--- src/lsw_pkg.sv ---
`timescale 1ns / 1ps

package lsw_pkg;

	localparam int SAMPLE_BITS = 12;
	localparam int NUM_LANES   = 5;

	localparam int SUM_W    = SAMPLE_BITS + 3;
	localparam int OFF_W    = SAMPLE_BITS + 1;
	localparam int SQ_W     = 2 * SAMPLE_BITS;
	localparam int SPREAD_W = SQ_W + 3;

	// Floor division of the sum by five: multiply by a rounded-up reciprocal.
	// The extra four fraction bits keep the error below one fifth for any sum.
	localparam int RECIP_SHIFT = SUM_W + 4;
	localparam int RECIP_W     = SUM_W + 2;
	localparam int PROD_W      = SUM_W + RECIP_W;
	localparam logic [RECIP_W-1:0] RECIP = RECIP_W'(((64'd1 << RECIP_SHIFT) / 5) + 1);

	localparam int LIMIT_W = 27;
	localparam int THR_W   = 13;
	localparam int CMP_W   = (SPREAD_W > LIMIT_W) ? SPREAD_W : LIMIT_W;
	localparam int OCMP_W  = (OFF_W > THR_W) ? OFF_W : THR_W;

	localparam logic [LIMIT_W-1:0]      LIMIT_RESET = LIMIT_W'(40000);
	localparam logic signed [THR_W-1:0] AWAY_RESET  = THR_W'(200);
	localparam logic signed [THR_W-1:0] CLOSE_RESET = THR_W'(600);

	localparam int IN_TDATA_W  = ((NUM_LANES * SAMPLE_BITS + 7) / 8) * 8;
	localparam int OUT_TDATA_W = 16;

	localparam int CFG_INDEX_W = 2;
	localparam int CFG_DATA_W  = LIMIT_W;

	typedef enum logic [CFG_INDEX_W-1:0] {
		REG_SPREAD_LIMIT = 2'd0,
		REG_AWAY_LIMIT   = 2'd1,
		REG_CLOSE_LIMIT  = 2'd2
	} reg_index_t;

	typedef enum logic [1:0] {
		CLS_IN_RANGE = 2'd0,
		CLS_CLOSE    = 2'd1,
		CLS_AWAY     = 2'd2
	} class_t;

	typedef enum logic [2:0] {
		CMD_STOP    = 3'd0,
		CMD_FORWARD = 3'd1,
		CMD_LEFT    = 3'd2,
		CMD_RIGHT   = 3'd3,
		CMD_HOLD    = 3'd4
	} cmd_t;

	typedef struct packed {
		logic [LIMIT_W-1:0]      spread_limit;
		logic signed [THR_W-1:0] away_limit;
		logic signed [THR_W-1:0] close_limit;
	} lsw_cfg_t;

	// Lowest bits first: command, spread_low, right, front right, front, front left, left.
	typedef struct packed {
		class_t cls_left;
		class_t cls_front_left;
		class_t cls_front;
		class_t cls_front_right;
		class_t cls_right;
		logic   spread_low;
		cmd_t   cmd;
	} lsw_result_t;

	localparam int RES_W = $bits(lsw_result_t);

endpackage

--- src/lsw_lane.sv ---
`timescale 1ns / 1ps

module lsw_lane
	import lsw_pkg::*;
(
	input  logic                    clk,
	input  logic                    en,
	input  logic [SAMPLE_BITS-1:0]  sample,
	input  logic [SAMPLE_BITS-1:0]  mean,
	output logic signed [OFF_W-1:0] offset_s3,
	output logic [SQ_W-1:0]         square_s3
);

	logic signed [OFF_W-1:0]   offset;
	logic signed [2*OFF_W-1:0] product;

	always_comb begin
		offset  = signed'({1'b0, sample}) - signed'({1'b0, mean});
		product = offset * offset;
	end

	always_ff @(posedge clk) begin
		if (en) begin
			offset_s3 <= offset;
			square_s3 <= product[SQ_W-1:0];
		end
	end

endmodule

--- src/lsw_merge.sv ---
`timescale 1ns / 1ps

module lsw_merge
	import lsw_pkg::*;
(
	input  logic                    clk,
	input  logic                    arst_n,
	input  lsw_cfg_t                cfg,
	input  logic                    in_valid,
	output logic                    in_ready,
	input  logic signed [OFF_W-1:0] offset [NUM_LANES],
	input  logic [SQ_W-1:0]         square [NUM_LANES],
	output logic                    out_valid,
	input  logic                    out_ready,
	output lsw_result_t             result
);

	logic [NUM_LANES-1:0][1:0] class_q;
	logic [NUM_LANES-1:0][1:0] class_next;
	logic [SPREAD_W-1:0]       spread;
	logic                      held;
	logic                      load;
	logic signed [OCMP_W-1:0]  off_x;
	logic signed [OCMP_W-1:0]  away_x;
	logic signed [OCMP_W-1:0]  close_x;
	class_t                    r, fr, f, fl, l;
	cmd_t                      cmd;
	logic                      out_valid_q;
	lsw_result_t               result_q;

	assign in_ready = !out_valid_q || out_ready;
	assign load     = in_valid && in_ready;

	always_comb begin
		spread = '0;
		for (int i = 0; i < NUM_LANES; i++) begin
			spread = spread + SPREAD_W'(square[i]);
		end
		held = CMP_W'(spread) < CMP_W'(cfg.spread_limit);

		away_x  = OCMP_W'(cfg.away_limit);
		close_x = OCMP_W'(cfg.close_limit);
		off_x   = '0;
		for (int i = 0; i < NUM_LANES; i++) begin
			off_x = OCMP_W'(offset[i]);
			if (held) begin
				class_next[i] = class_q[i];
			end else if (off_x < away_x) begin
				class_next[i] = CLS_AWAY;
			end else if (off_x > close_x) begin
				class_next[i] = CLS_CLOSE;
			end else begin
				class_next[i] = CLS_IN_RANGE;
			end
		end

		r  = class_t'(class_next[0]);
		fr = class_t'(class_next[1]);
		f  = class_t'(class_next[2]);
		fl = class_t'(class_next[3]);
		l  = class_t'(class_next[4]);

		if (f == CLS_CLOSE) begin
			cmd = CMD_STOP;
		end else if ((r == CLS_IN_RANGE && l == CLS_IN_RANGE) ||
			(r == CLS_CLOSE && l == CLS_CLOSE)) begin
			cmd = CMD_FORWARD;
		end else if (r == CLS_CLOSE || fr != CLS_AWAY) begin
			cmd = CMD_LEFT;
		end else if (l == CLS_CLOSE || fl != CLS_AWAY) begin
			cmd = CMD_RIGHT;
		end else begin
			cmd = CMD_HOLD;
		end
	end

	always_ff @(posedge clk or negedge arst_n) begin
		if (!arst_n) begin
			out_valid_q <= 1'b0;
			for (int i = 0; i < NUM_LANES; i++) begin
				class_q[i] <= CLS_AWAY;
			end
		end else begin
			if (load) begin
				out_valid_q <= 1'b1;
				class_q     <= class_next;
			end else if (out_ready) begin
				out_valid_q <= 1'b0;
			end
		end
	end

	always_ff @(posedge clk) begin
		if (load) begin
			result_q.cmd             <= cmd;
			result_q.spread_low      <= held;
			result_q.cls_right       <= r;
			result_q.cls_front_right <= fr;
			result_q.cls_front       <= f;
			result_q.cls_front_left  <= fl;
			result_q.cls_left        <= l;
		end
	end

	assign out_valid = out_valid_q;
	assign result    = result_q;

	// A held request must leave the stored sensor states untouched.
	a_held_keeps_state: assert property (@(posedge clk) disable iff (!arst_n)
		(load && held) |=> $stable(class_q))
		else $error("sensor states changed on a held request");

	// A close front sensor always wins over every other rule.
	a_front_close_stops: assert property (@(posedge clk) disable iff (!arst_n)
		(out_valid_q && result_q.cls_front == CLS_CLOSE) |-> (result_q.cmd == CMD_STOP))
		else $error("front sensor close without a stop command");

	// No change is only reported when both front diagonals see nothing.
	a_hold_needs_away: assert property (@(posedge clk) disable iff (!arst_n)
		(out_valid_q && result_q.cmd == CMD_HOLD) |->
		(result_q.cls_front_right == CLS_AWAY && result_q.cls_front_left == CLS_AWAY &&
		result_q.cls_front != CLS_CLOSE))
		else $error("no-change command with a diagonal sensor not away");

	// The result register's right and left classes match the stored states after its request.
	a_result_matches_state: assert property (@(posedge clk) disable iff (!arst_n)
		load |=> (result_q.cls_right == class_t'(class_q[0]) &&
		result_q.cls_left == class_t'(class_q[4])))
		else $error("result classes differ from stored states");

endmodule

--- src/light_sensor_wall_steering.sv ---
`timescale 1ns / 1ps

// Wall steering from five light sensors. Each request on s_axis carries one scan
// (right, front right, front, front left, left); the block forms the truncated mean,
// each sensor's offset from it and the sum of squared offsets, re-classes the sensors
// unless that spread is below the spread limit, and returns one motor command with the
// stored sensor states on m_axis. One request is taken every clock cycle unless m_axis
// stalls. The stages are the sum, the reciprocal multiply for the mean, the per-sensor
// squaring lanes and the merge with its output register. Users must write limits
// through the cfg port only while no request is in flight; the block does not enforce it.
module light_sensor_wall_steering
	import lsw_pkg::*;
(
	input  logic                   clk,
	input  logic                   arst_n,
	input  logic                   cfg_we,
	input  logic [CFG_INDEX_W-1:0] cfg_index,
	input  logic [CFG_DATA_W-1:0]  cfg_wdata,
	input  logic                   s_tvalid,
	output logic                   s_tready,
	// sample_right, sample_front_right, sample_front, sample_front_left, sample_left
	input  logic [IN_TDATA_W-1:0]  s_tdata,
	output logic                   m_tvalid,
	input  logic                   m_tready,
	// motor_command, spread_low, class_right, class_front_right, class_front,
	// class_front_left, class_left
	output logic [OUT_TDATA_W-1:0] m_tdata
);

	lsw_cfg_t                   cfg_q;
	logic [SAMPLE_BITS-1:0]     sample [NUM_LANES];
	logic [SUM_W-1:0]           sum;
	logic [SAMPLE_BITS-1:0]     sample_s1 [NUM_LANES];
	logic [SUM_W-1:0]           sum_s1;
	logic [PROD_W-1:0]          prod;
	logic [SAMPLE_BITS-1:0]     sample_s2 [NUM_LANES];
	logic [SAMPLE_BITS-1:0]     mean_s2;
	logic signed [OFF_W-1:0]    offset_s3 [NUM_LANES];
	logic [SQ_W-1:0]            square_s3 [NUM_LANES];
	logic                       v1_q, v2_q, v3_q;
	logic                       adv2, adv3, merge_ready;
	lsw_result_t                result;

	always_ff @(posedge clk or negedge arst_n) begin
		if (!arst_n) begin
			cfg_q.spread_limit <= LIMIT_RESET;
			cfg_q.away_limit   <= AWAY_RESET;
			cfg_q.close_limit  <= CLOSE_RESET;
		end else if (cfg_we) begin
			unique case (cfg_index)
				REG_SPREAD_LIMIT: cfg_q.spread_limit <= cfg_wdata[LIMIT_W-1:0];
				REG_AWAY_LIMIT:   cfg_q.away_limit   <= cfg_wdata[THR_W-1:0];
				REG_CLOSE_LIMIT:  cfg_q.close_limit  <= cfg_wdata[THR_W-1:0];
				default: ;
			endcase
		end
	end

	assign adv3     = !v3_q || merge_ready;
	assign adv2     = !v2_q || adv3;
	assign s_tready = !v1_q || adv2;

	always_comb begin
		sum = '0;
		for (int i = 0; i < NUM_LANES; i++) begin
			sample[i] = s_tdata[i*SAMPLE_BITS +: SAMPLE_BITS];
			sum       = sum + SUM_W'(sample[i]);
		end
		prod = PROD_W'(sum_s1) * PROD_W'(RECIP);
	end

	always_ff @(posedge clk or negedge arst_n) begin
		if (!arst_n) begin
			v1_q <= 1'b0;
			v2_q <= 1'b0;
			v3_q <= 1'b0;
		end else begin
			if (s_tready) begin
				v1_q <= s_tvalid;
			end
			if (adv2) begin
				v2_q <= v1_q;
			end
			if (adv3) begin
				v3_q <= v2_q;
			end
		end
	end

	always_ff @(posedge clk) begin
		if (s_tready) begin
			sample_s1 <= sample;
			sum_s1    <= sum;
		end
		if (adv2) begin
			sample_s2 <= sample_s1;
			mean_s2   <= prod[RECIP_SHIFT +: SAMPLE_BITS];
		end
	end

	for (genvar g = 0; g < NUM_LANES; g++) begin : g_lane
		lsw_lane u_lane (
			.clk       (clk),
			.en        (adv3),
			.sample    (sample_s2[g]),
			.mean      (mean_s2),
			.offset_s3 (offset_s3[g]),
			.square_s3 (square_s3[g])
		);
	end

	lsw_merge u_merge (
		.clk       (clk),
		.arst_n    (arst_n),
		.cfg       (cfg_q),
		.in_valid  (v3_q),
		.in_ready  (merge_ready),
		.offset    (offset_s3),
		.square    (square_s3),
		.out_valid (m_tvalid),
		.out_ready (m_tready),
		.result    (result)
	);

	assign m_tdata = {{(OUT_TDATA_W-RES_W){1'b0}}, result};

endmodule
--- config.mk ---
export PLATFORM = sky130hd
export DESIGN_NAME = light_sensor_wall_steering
export DESIGN_NICKNAME = d
export VERILOG_FILES = /design/src/lsw_pkg.sv /design/src/lsw_lane.sv /design/src/lsw_merge.sv /design/src/light_sensor_wall_steering.sv
export SDC_FILE = /design/constraint.sdc
export NUM_CORES = 2
export LEC_CHECK = 0
export ABC_AREA = 1
export BUFFER_PORTS_ARGS = -buffer_cell sky130_fd_sc_hd__buf_2
export CAP_MARGIN = 15
export CORE_MARGIN = 3
export CORE_UTILIZATION = 42
export DETAILED_ROUTE_END_ITERATION = 6
export PLACE_DENSITY = 0.66
export SETUP_SLACK_MARGIN = 0.5
export SYNTH_ARGS = -nofsm -noshare
export SYNTH_HDL_FRONTEND = slang
export SYNTH_SLANG_ARGS = --single-unit
--- constraint.sdc ---
create_clock -name clk -period 7.7 [get_ports clk]
set_input_delay 1.155 -clock clk [delete_from_list [all_inputs] [get_ports clk]]
set_output_delay 1.155 -clock clk [all_outputs]
set_load 0.05 [all_outputs]
Yosys cells after proc, flatten, opt, wreduce, memory -nomap -nowiden
Index checks and enable logic that the tools add are counted.
{"block": "totals", "out_inout_bits": 18, "reg_bits": 413, "in_bits": 98}
{"block": "op_classes", "addsub": 13, "n_lt_le_gt_ge": 11, "n_eq_ne": 7, "mul": 6, "n_mux": 20, "n_reduce_logical": 23}
{"cell": "13-bit by 13-bit multiplier with 24-bit output", "n": 5}
{"cell": "27-bit by 24-bit adder with 27-bit output", "n": 3}
{"cell": "13-bit > comparator", "n": 5}
{"cell": "13-bit less-than comparator", "n": 5}
{"cell": "12-bit by 12-bit subtractor with 13-bit output", "n": 5}
{"cell": "15-bit by 16-bit multiplier with 30-bit output, second input constant", "n": 1}
{"cell": "27-bit less-than comparator", "n": 1}
{"cell": "24-bit by 24-bit adder with 25-bit output", "n": 1}
{"cell": "2-bit 2-to-1 mux", "n": 11}
{"cell": "14-bit by 12-bit adder with 15-bit output", "n": 1}
{"cell": "15-bit by 12-bit adder with 15-bit output", "n": 1}
{"cell": "13-bit by 12-bit adder with 14-bit output", "n": 1}
{"cell": "12-bit by 12-bit adder with 13-bit output", "n": 1}
{"cell": "2-bit by 1-bit equality test with 1-bit output, second input constant", "n": 4}
{"cell": "1-bit 2-to-1 mux", "n": 8}
{"cell": "1-bit logical OR", "n": 7}
{"cell": "2-bit logical NOT", "n": 3}
{"cell": "2-bit AND reduction", "n": 3}
{"cell": "1-bit logical NOT", "n": 4}
{"cell": "2-bit != test, second input constant", "n": 2}
{"cell": "1-bit logical AND", "n": 3}
{"cell": "3-bit 2-to-1 mux", "n": 1}
{"cell": "3-bit OR reduction", "n": 1}
{"cell": "2-bit equality test, second input constant", "n": 1}
{"cell": "2 further kinds", "n": 2}

Depth between registers and ports, before layout
{"block": "depth", "word_depth": 11, "mapped_depth": 41, "mapped_depth_nobuf": 41}

Hierarchy
A second synthesis with hierarchy kept.
{"block": "unflattened", "hier_cells": 6435, "hier_area_um2": 57325.0}
{"mod": "lsw_lane (g_lane[0].u_lane ...)", "area_per_inst_um2": 7387.1, "n_inst": 2, "cells_per_inst": 843}
{"mod": "light_sensor_wall_steering", "area_per_inst_um2": 11932.7, "n_inst": 1, "cells_per_inst": 1010}
{"mod": "lsw_merge", "area_per_inst_um2": 8291.7, "n_inst": 1, "cells_per_inst": 1173}
{"mod": "lsw_lane (g_lane[4].u_lane)", "area_per_inst_um2": 7470.9, "n_inst": 1, "cells_per_inst": 870}
{"mod": "lsw_lane (g_lane[3].u_lane)", "area_per_inst_um2": 7465.9, "n_inst": 1, "cells_per_inst": 854}
{"mod": "lsw_lane (g_lane[2].u_lane)", "area_per_inst_um2": 7389.6, "n_inst": 1, "cells_per_inst": 842}

Worst setup path before layout
OpenSTA, ideal clock, no wires.
{"block": "synth_path", "path_kind": "in2out", "from": "input m_tready", "to": "output s_tready", "n_path_buf": 0, "arrival_ns": 7.018, "path_stages": 6, "setup_slack_ns": -0.473, "path_cell_list": "nor2_1 -> inv_1 -> nor2_1 -> inv_1 -> nor2_1 -> nand2_1"}
{"block": "synth_via", "elab_chain_cells": 4}
{"element": "from (decl)", "line": "light_sensor_wall_steering.sv:24", "text": "input logic m_tready,"}
{"element": "1-bit logical OR", "line": "lsw_merge.sv:31", "text": "assign in_ready = !out_valid_q || out_ready;"}
{"element": "1-bit logical OR", "line": "light_sensor_wall_steering.sv:59", "text": "assign adv3 = !v3_q || merge_ready;"}
{"element": "via adv3", "line": "light_sensor_wall_steering.sv:41", "text": "logic adv2, adv3, merge_ready;"}
{"element": "1-bit logical OR", "line": "light_sensor_wall_steering.sv:60", "text": "assign adv2 = !v2_q || adv3;"}
{"element": "1-bit logical OR", "line": "light_sensor_wall_steering.sv:61", "text": "assign s_tready = !v1_q || adv2;"}
{"element": "to (decl)", "line": "light_sensor_wall_steering.sv:20", "text": "output logic s_tready,"}
The timed path passes the listed nets, and every way through them passes these cells.

Worst setup path after layout
{"block": "layout_path", "from": "register mean_s2[1]", "to": "register g_lane[4].u_lane.square_s3[21], data pin"}
{"block": "layout_via", "elab_chain_cells": 2}
{"element": "from (decl)", "line": "light_sensor_wall_steering.sv:37", "text": "logic [SAMPLE_BITS-1:0] mean_s2;"}
{"element": "from (signal assigned)", "line": "light_sensor_wall_steering.sv:97", "text": "mean_s2 <= prod[RECIP_SHIFT +: SAMPLE_BITS];"}
{"element": "12-bit by 12-bit subtractor with 13-bit output", "line": "lsw_lane.sv:18", "text": "offset = signed'({1'b0, sample}) - signed'({1'b0, mean});"}
{"element": "via g_lane[4].u_lane.offset[10]", "line": "lsw_lane.sv:14", "text": "logic signed [OFF_W-1:0] offset;"}
{"element": "13-bit by 13-bit multiplier with 24-bit output", "line": "lsw_lane.sv:19", "text": "product = offset * offset;"}
{"element": "via g_lane[4].u_lane.product[21]", "line": "lsw_lane.sv:15", "text": "logic signed [2*OFF_W-1:0] product;"}
{"element": "to (signal assigned)", "line": "lsw_lane.sv:25", "text": "square_s3 <= product[SQ_W-1:0];"}
{"element": "to (decl)", "line": "lsw_lane.sv:11", "text": "output logic [SQ_W-1:0] square_s3"}
The timed path passes the listed nets, and every way through them passes these cells.
A chain may end at the register's enable or synchronous reset.

==> flow_results.org <==
** Yosys
- Flip-flop and latch count after synthesis :: 403
- In this run the cell area of the synthesized design comes to 53900 µm².
- For this run, the number of Yosys warnings is 0.
- Async set or reset register ratio after synthesis :: 16.6%
- Counting flops with a built-in enable in the synthesized netlist gives 336.
- Sequential fraction of the synthesis area :: around 22%
- Dominant cells by area after synthesis :: fa_1 (30%), edfxtp_1 (19%), ha_1 (16%)
- After synthesis, the largest area contributor takes up 30.3% of total cell area.
- Cells after Synth :: 5697
- The most used flip-flop cell after synthesis is edfxtp_1.
- The netlist uses 62 different library cells.
- Summed over all instances, the cell type with the most area after synthesis is fa_1.
- Mean instance size in the synthesized netlist :: 9.46 µm²

** Place
- Including well taps, the total number of placed cells is around 7500.
- Port Buffer Count :: 109
- Routability-driven placement finished with a final weighted congestion of between 0.9 and 1.
- Setup WS pre-CTS :: 0.240 ns
- After legalization and detailed placement, the total HPWL measured 115000 µm.
- After detailed placement, the total cell area comes to 57200 µm².

** Setup path
- Crit path buffers/inverters :: 8
- Among cell families on the critical path, the largest total delay comes from adder cells.
- For flop-to-flop paths, the worst setup slack is ~0.63 ns.
- In this run the critical register-to-register path is launched from mean_s2[1].
- The most numerous cell type found on the critical path is fa_1.
- Data required time at the worst endpoint :: 8.07 ns
- The critical path starts at mean_s2[1].
- STA puts the critical path data arrival time at roughly 7.5 ns.
- Largest stage delay, worst path :: 0.51 ns
- In this run the number of cells on the critical path is 34.
- The worst register-to-register path has a depth of 34.
- Critical path peak fanout :: 8
- CP max-delay cell :: fa_1
- In this run the worst setup path terminates at g_lane[4].u_lane.square_s3[21].
- Endpoint type of the worst setup path :: flip-flop
- In this run the critical register-to-register path is captured at g_lane[4].u_lane.square_s3[21].
- The critical path is of the flip-flop to flip-flop type.
- Crit start category :: flip-flop

** Cells and area
- Excluding fillers, the count of instances in the completed layout stands at 7677.
- Commonest non-fill, non-tap cell in the layout :: inv_1
- In the final design database the tool counted between 7000 and 8000 nets.
- The library cells used most frequently in the layout, excluding fill and tap cells, are inv_1 (1300), fa_1 (790), nand2_1 (762).
- The layout has 11700 filler cells.
- Final design area excluding fillers :: around 61000 µm²
- The area growth from synthesis to layout is 12.9%.
- The post-route netlist has approximately 12% of its cells at a drive strength greater than 1.

** STA
- Headroom to the max-slew limit came out at between 20 and 30%.
- The hold violation total from the final report was 0.
- Final slew viol count :: 0
- Subtracting the final worst setup slack from the clock period gives 7.07 ns.
- Setup repair after global routing missed its margin :: yes
- Setup_tns :: 0 ns
- Slew @ Worst Pin :: around 1.1 ns
- Setup Skew :: 0.0334 ns
- After layout, the worst setup slack is 0.625 ns.
- Setup violations, final :: 0
- Derived from the worst setup path, the maximum achievable clock frequency is 0.141 GHz.
- Final worst path period share :: 91.9%

** Clocking
- The clock tree synthesis step divided the H-tree into 2 levels.
- Total clock buffers created by CTS :: 45
- Clock slew seen by the registers of the worst setup and hold paths :: around 0.070 ns
- In this run the deepest clock path goes through 3 buffers.
- Clock tree synthesis found a total of 403 sinks.
- TritonCTS built the clock tree.
- Clock tree synthesis selected as its root buffer the cell clkbuf_16.
- For the worst-skew pair, the clock arrives at the later sink with an insertion delay of 0.62 ns.
- Hold repair after CTS inserted 0 buffers.

** Worst hold path
- Hold WC Path Type :: flip-flop to flip-flop
- The worst hold path begins at sample_s1[49].

** Floorplan
- Floorplan die area :: 133000 µm²
- Y dimension of the die :: 364 µm
- Starting density of the core :: 42.6%
- Ports :: 116
- The floorplan has 130 rows.
- Core area :: 127000 µm²
- Die W :: 364 µm

** Detailed routing
- Residual DRC count :: 0
- For this block, the via count after detailed routing is between 30000 and 40000.
- First-pass iteration count of the detailed router :: 6
- The detail route stage leaves a number of antenna-violating nets equal to 0.
- After detailed routing, the average wire length per cell comes to ~18 µm.
- Wirelength, routed :: 137000 µm
- Initial DRC Count :: 2736
- DR vias/cell :: 5.07

** GRT
- In the global route stage, overall resource usage came out at 20.7%.
- The first global-routing pass estimated 215000 µm of wire.
- The initial antenna violation count is 8.
- The via count of the first global-routing pass was 39400.
- Overflow left after global routing :: 0
- Entering global routing, the biggest net connects 86 pins.

** Job
- The tool flagged a number of max-cap violations equal to 0.

** Status
- The flow ran to the end, and the final reports show no timing, DRC or antenna violations.
==> synthesized netlist by cell type (all sizes together), types with 2 or more instances <==
master and instances:
nor3 39, o21a 4, a221oi 2, o21ai 184, nand4 34, xor2 158
clkbuf 34, a21o 23, and2 3, edfxtp 336, dfrtp 50, xnor2 81
fa 816, o21bai 18, buf 19, o211ai 7, a21oi 328, nand3b 10
or2 19, a21boi 6, a211oi 10, nor2 477, ha 697, a2111o 2
o31ai 9, a31o 2, o221ai 2, o2111ai 5, inv 1352, dfstp 17
a31oi 9, nand2 800, o311ai 2, clkinv 7, nand3 112, nor4 13
==> state kept, by name, indices dropped and copies added (netlist names) <==
name,count
v2_q,1
v1_q,1
sum_s1,15
v3_q,1
sample_s2,60
u_merge.result,14
g_lane.u_lane.offset_s3,60
g_lane.u_lane.square_s3,115
sample_s1,60
u_merge.class_q,10
mean_s2,12
cfg_q,53
u_merge.out_valid,1
==> routing by layer <==
| layer | share of wire, % | vias up | track usage (%) |
|---|---|---|---|
| met4 | 2.7 | 2 | 4.87 |
| li1 | - | 18400 | - |
| met5 | 0.0095 | - | 0 |
| met3 | 7.5 | 193 | 3.07 |
| met2 | 45 | 1281 | 33.0 |
| met1 | 45 | 19000 | 29.7 |
==> stage by stage <==
step / utilization, % / hold WS (ns)
floorplan: - / 0.400
global placement: 45.2 / 0.401
detailed placement: 45.2 / 0.405
CTS: 46.6 / 0.406
global route: 48.1 / 0.421
finish: 48.1 / 0.401
==> worst min path at each step <==
stage                               end  cells after the start
final                     sample_s2[49]                      0
after floorplan            sample_s2[0]                      0
after global routing       sample_s2[3]                      0
after global placement     sample_s2[1]                      0
after detailed placement  sample_s2[39]                      0
after CTS                 sample_s2[49]                      0
==> worst register-to-register path, delay by kind of cell (launching register included) <==
kind,cells,cell delay (ns)
fa+ha+maj,8,3.59
simple gates,13,1.46
buf+inv,8,0.85
compound gates,4,0.51
flops,1,0.38
xor+xnor,1,0.07
==> cell families after synthesis <==
family                   synth area share, %
AO/OA/AOI/OAI                           6.34
other                                0.00696
buffers and inverters                   9.90
adder cells (fa/ha/maj)                 46.5
AND/OR/NAND/NOR                         11.4
flip-flops                              21.9
XOR/XNOR                                4.02
==> what timing repair did <==
item | 4_1_cts | 5_1_grt
resized for setup | 48 | 362
pin swaps | 6 | 63
hold endpoints to repair | 0 | 0
gates cloned | 0 | 1
buffers inserted | 7 | 55
setup endpoints to repair | 28 | 62
==> layout make-up <==
cell class              instances  area [µm²]  area share (%)
diodes                          2        5.00         0.00822
clock buffers                  57        1220            2.01
clock inverters                26         333           0.547
inverters                    1359        5150            8.46
multi-input cells            3887       38300            62.9
flip-flops and latches        403       11800            19.4
well taps                    1650        2060            3.39
repair buffers                293        2010            3.31
Power is not shown: default switching activity piles up to over one toggle a cycle in this logic, so the estimate is an artifact.
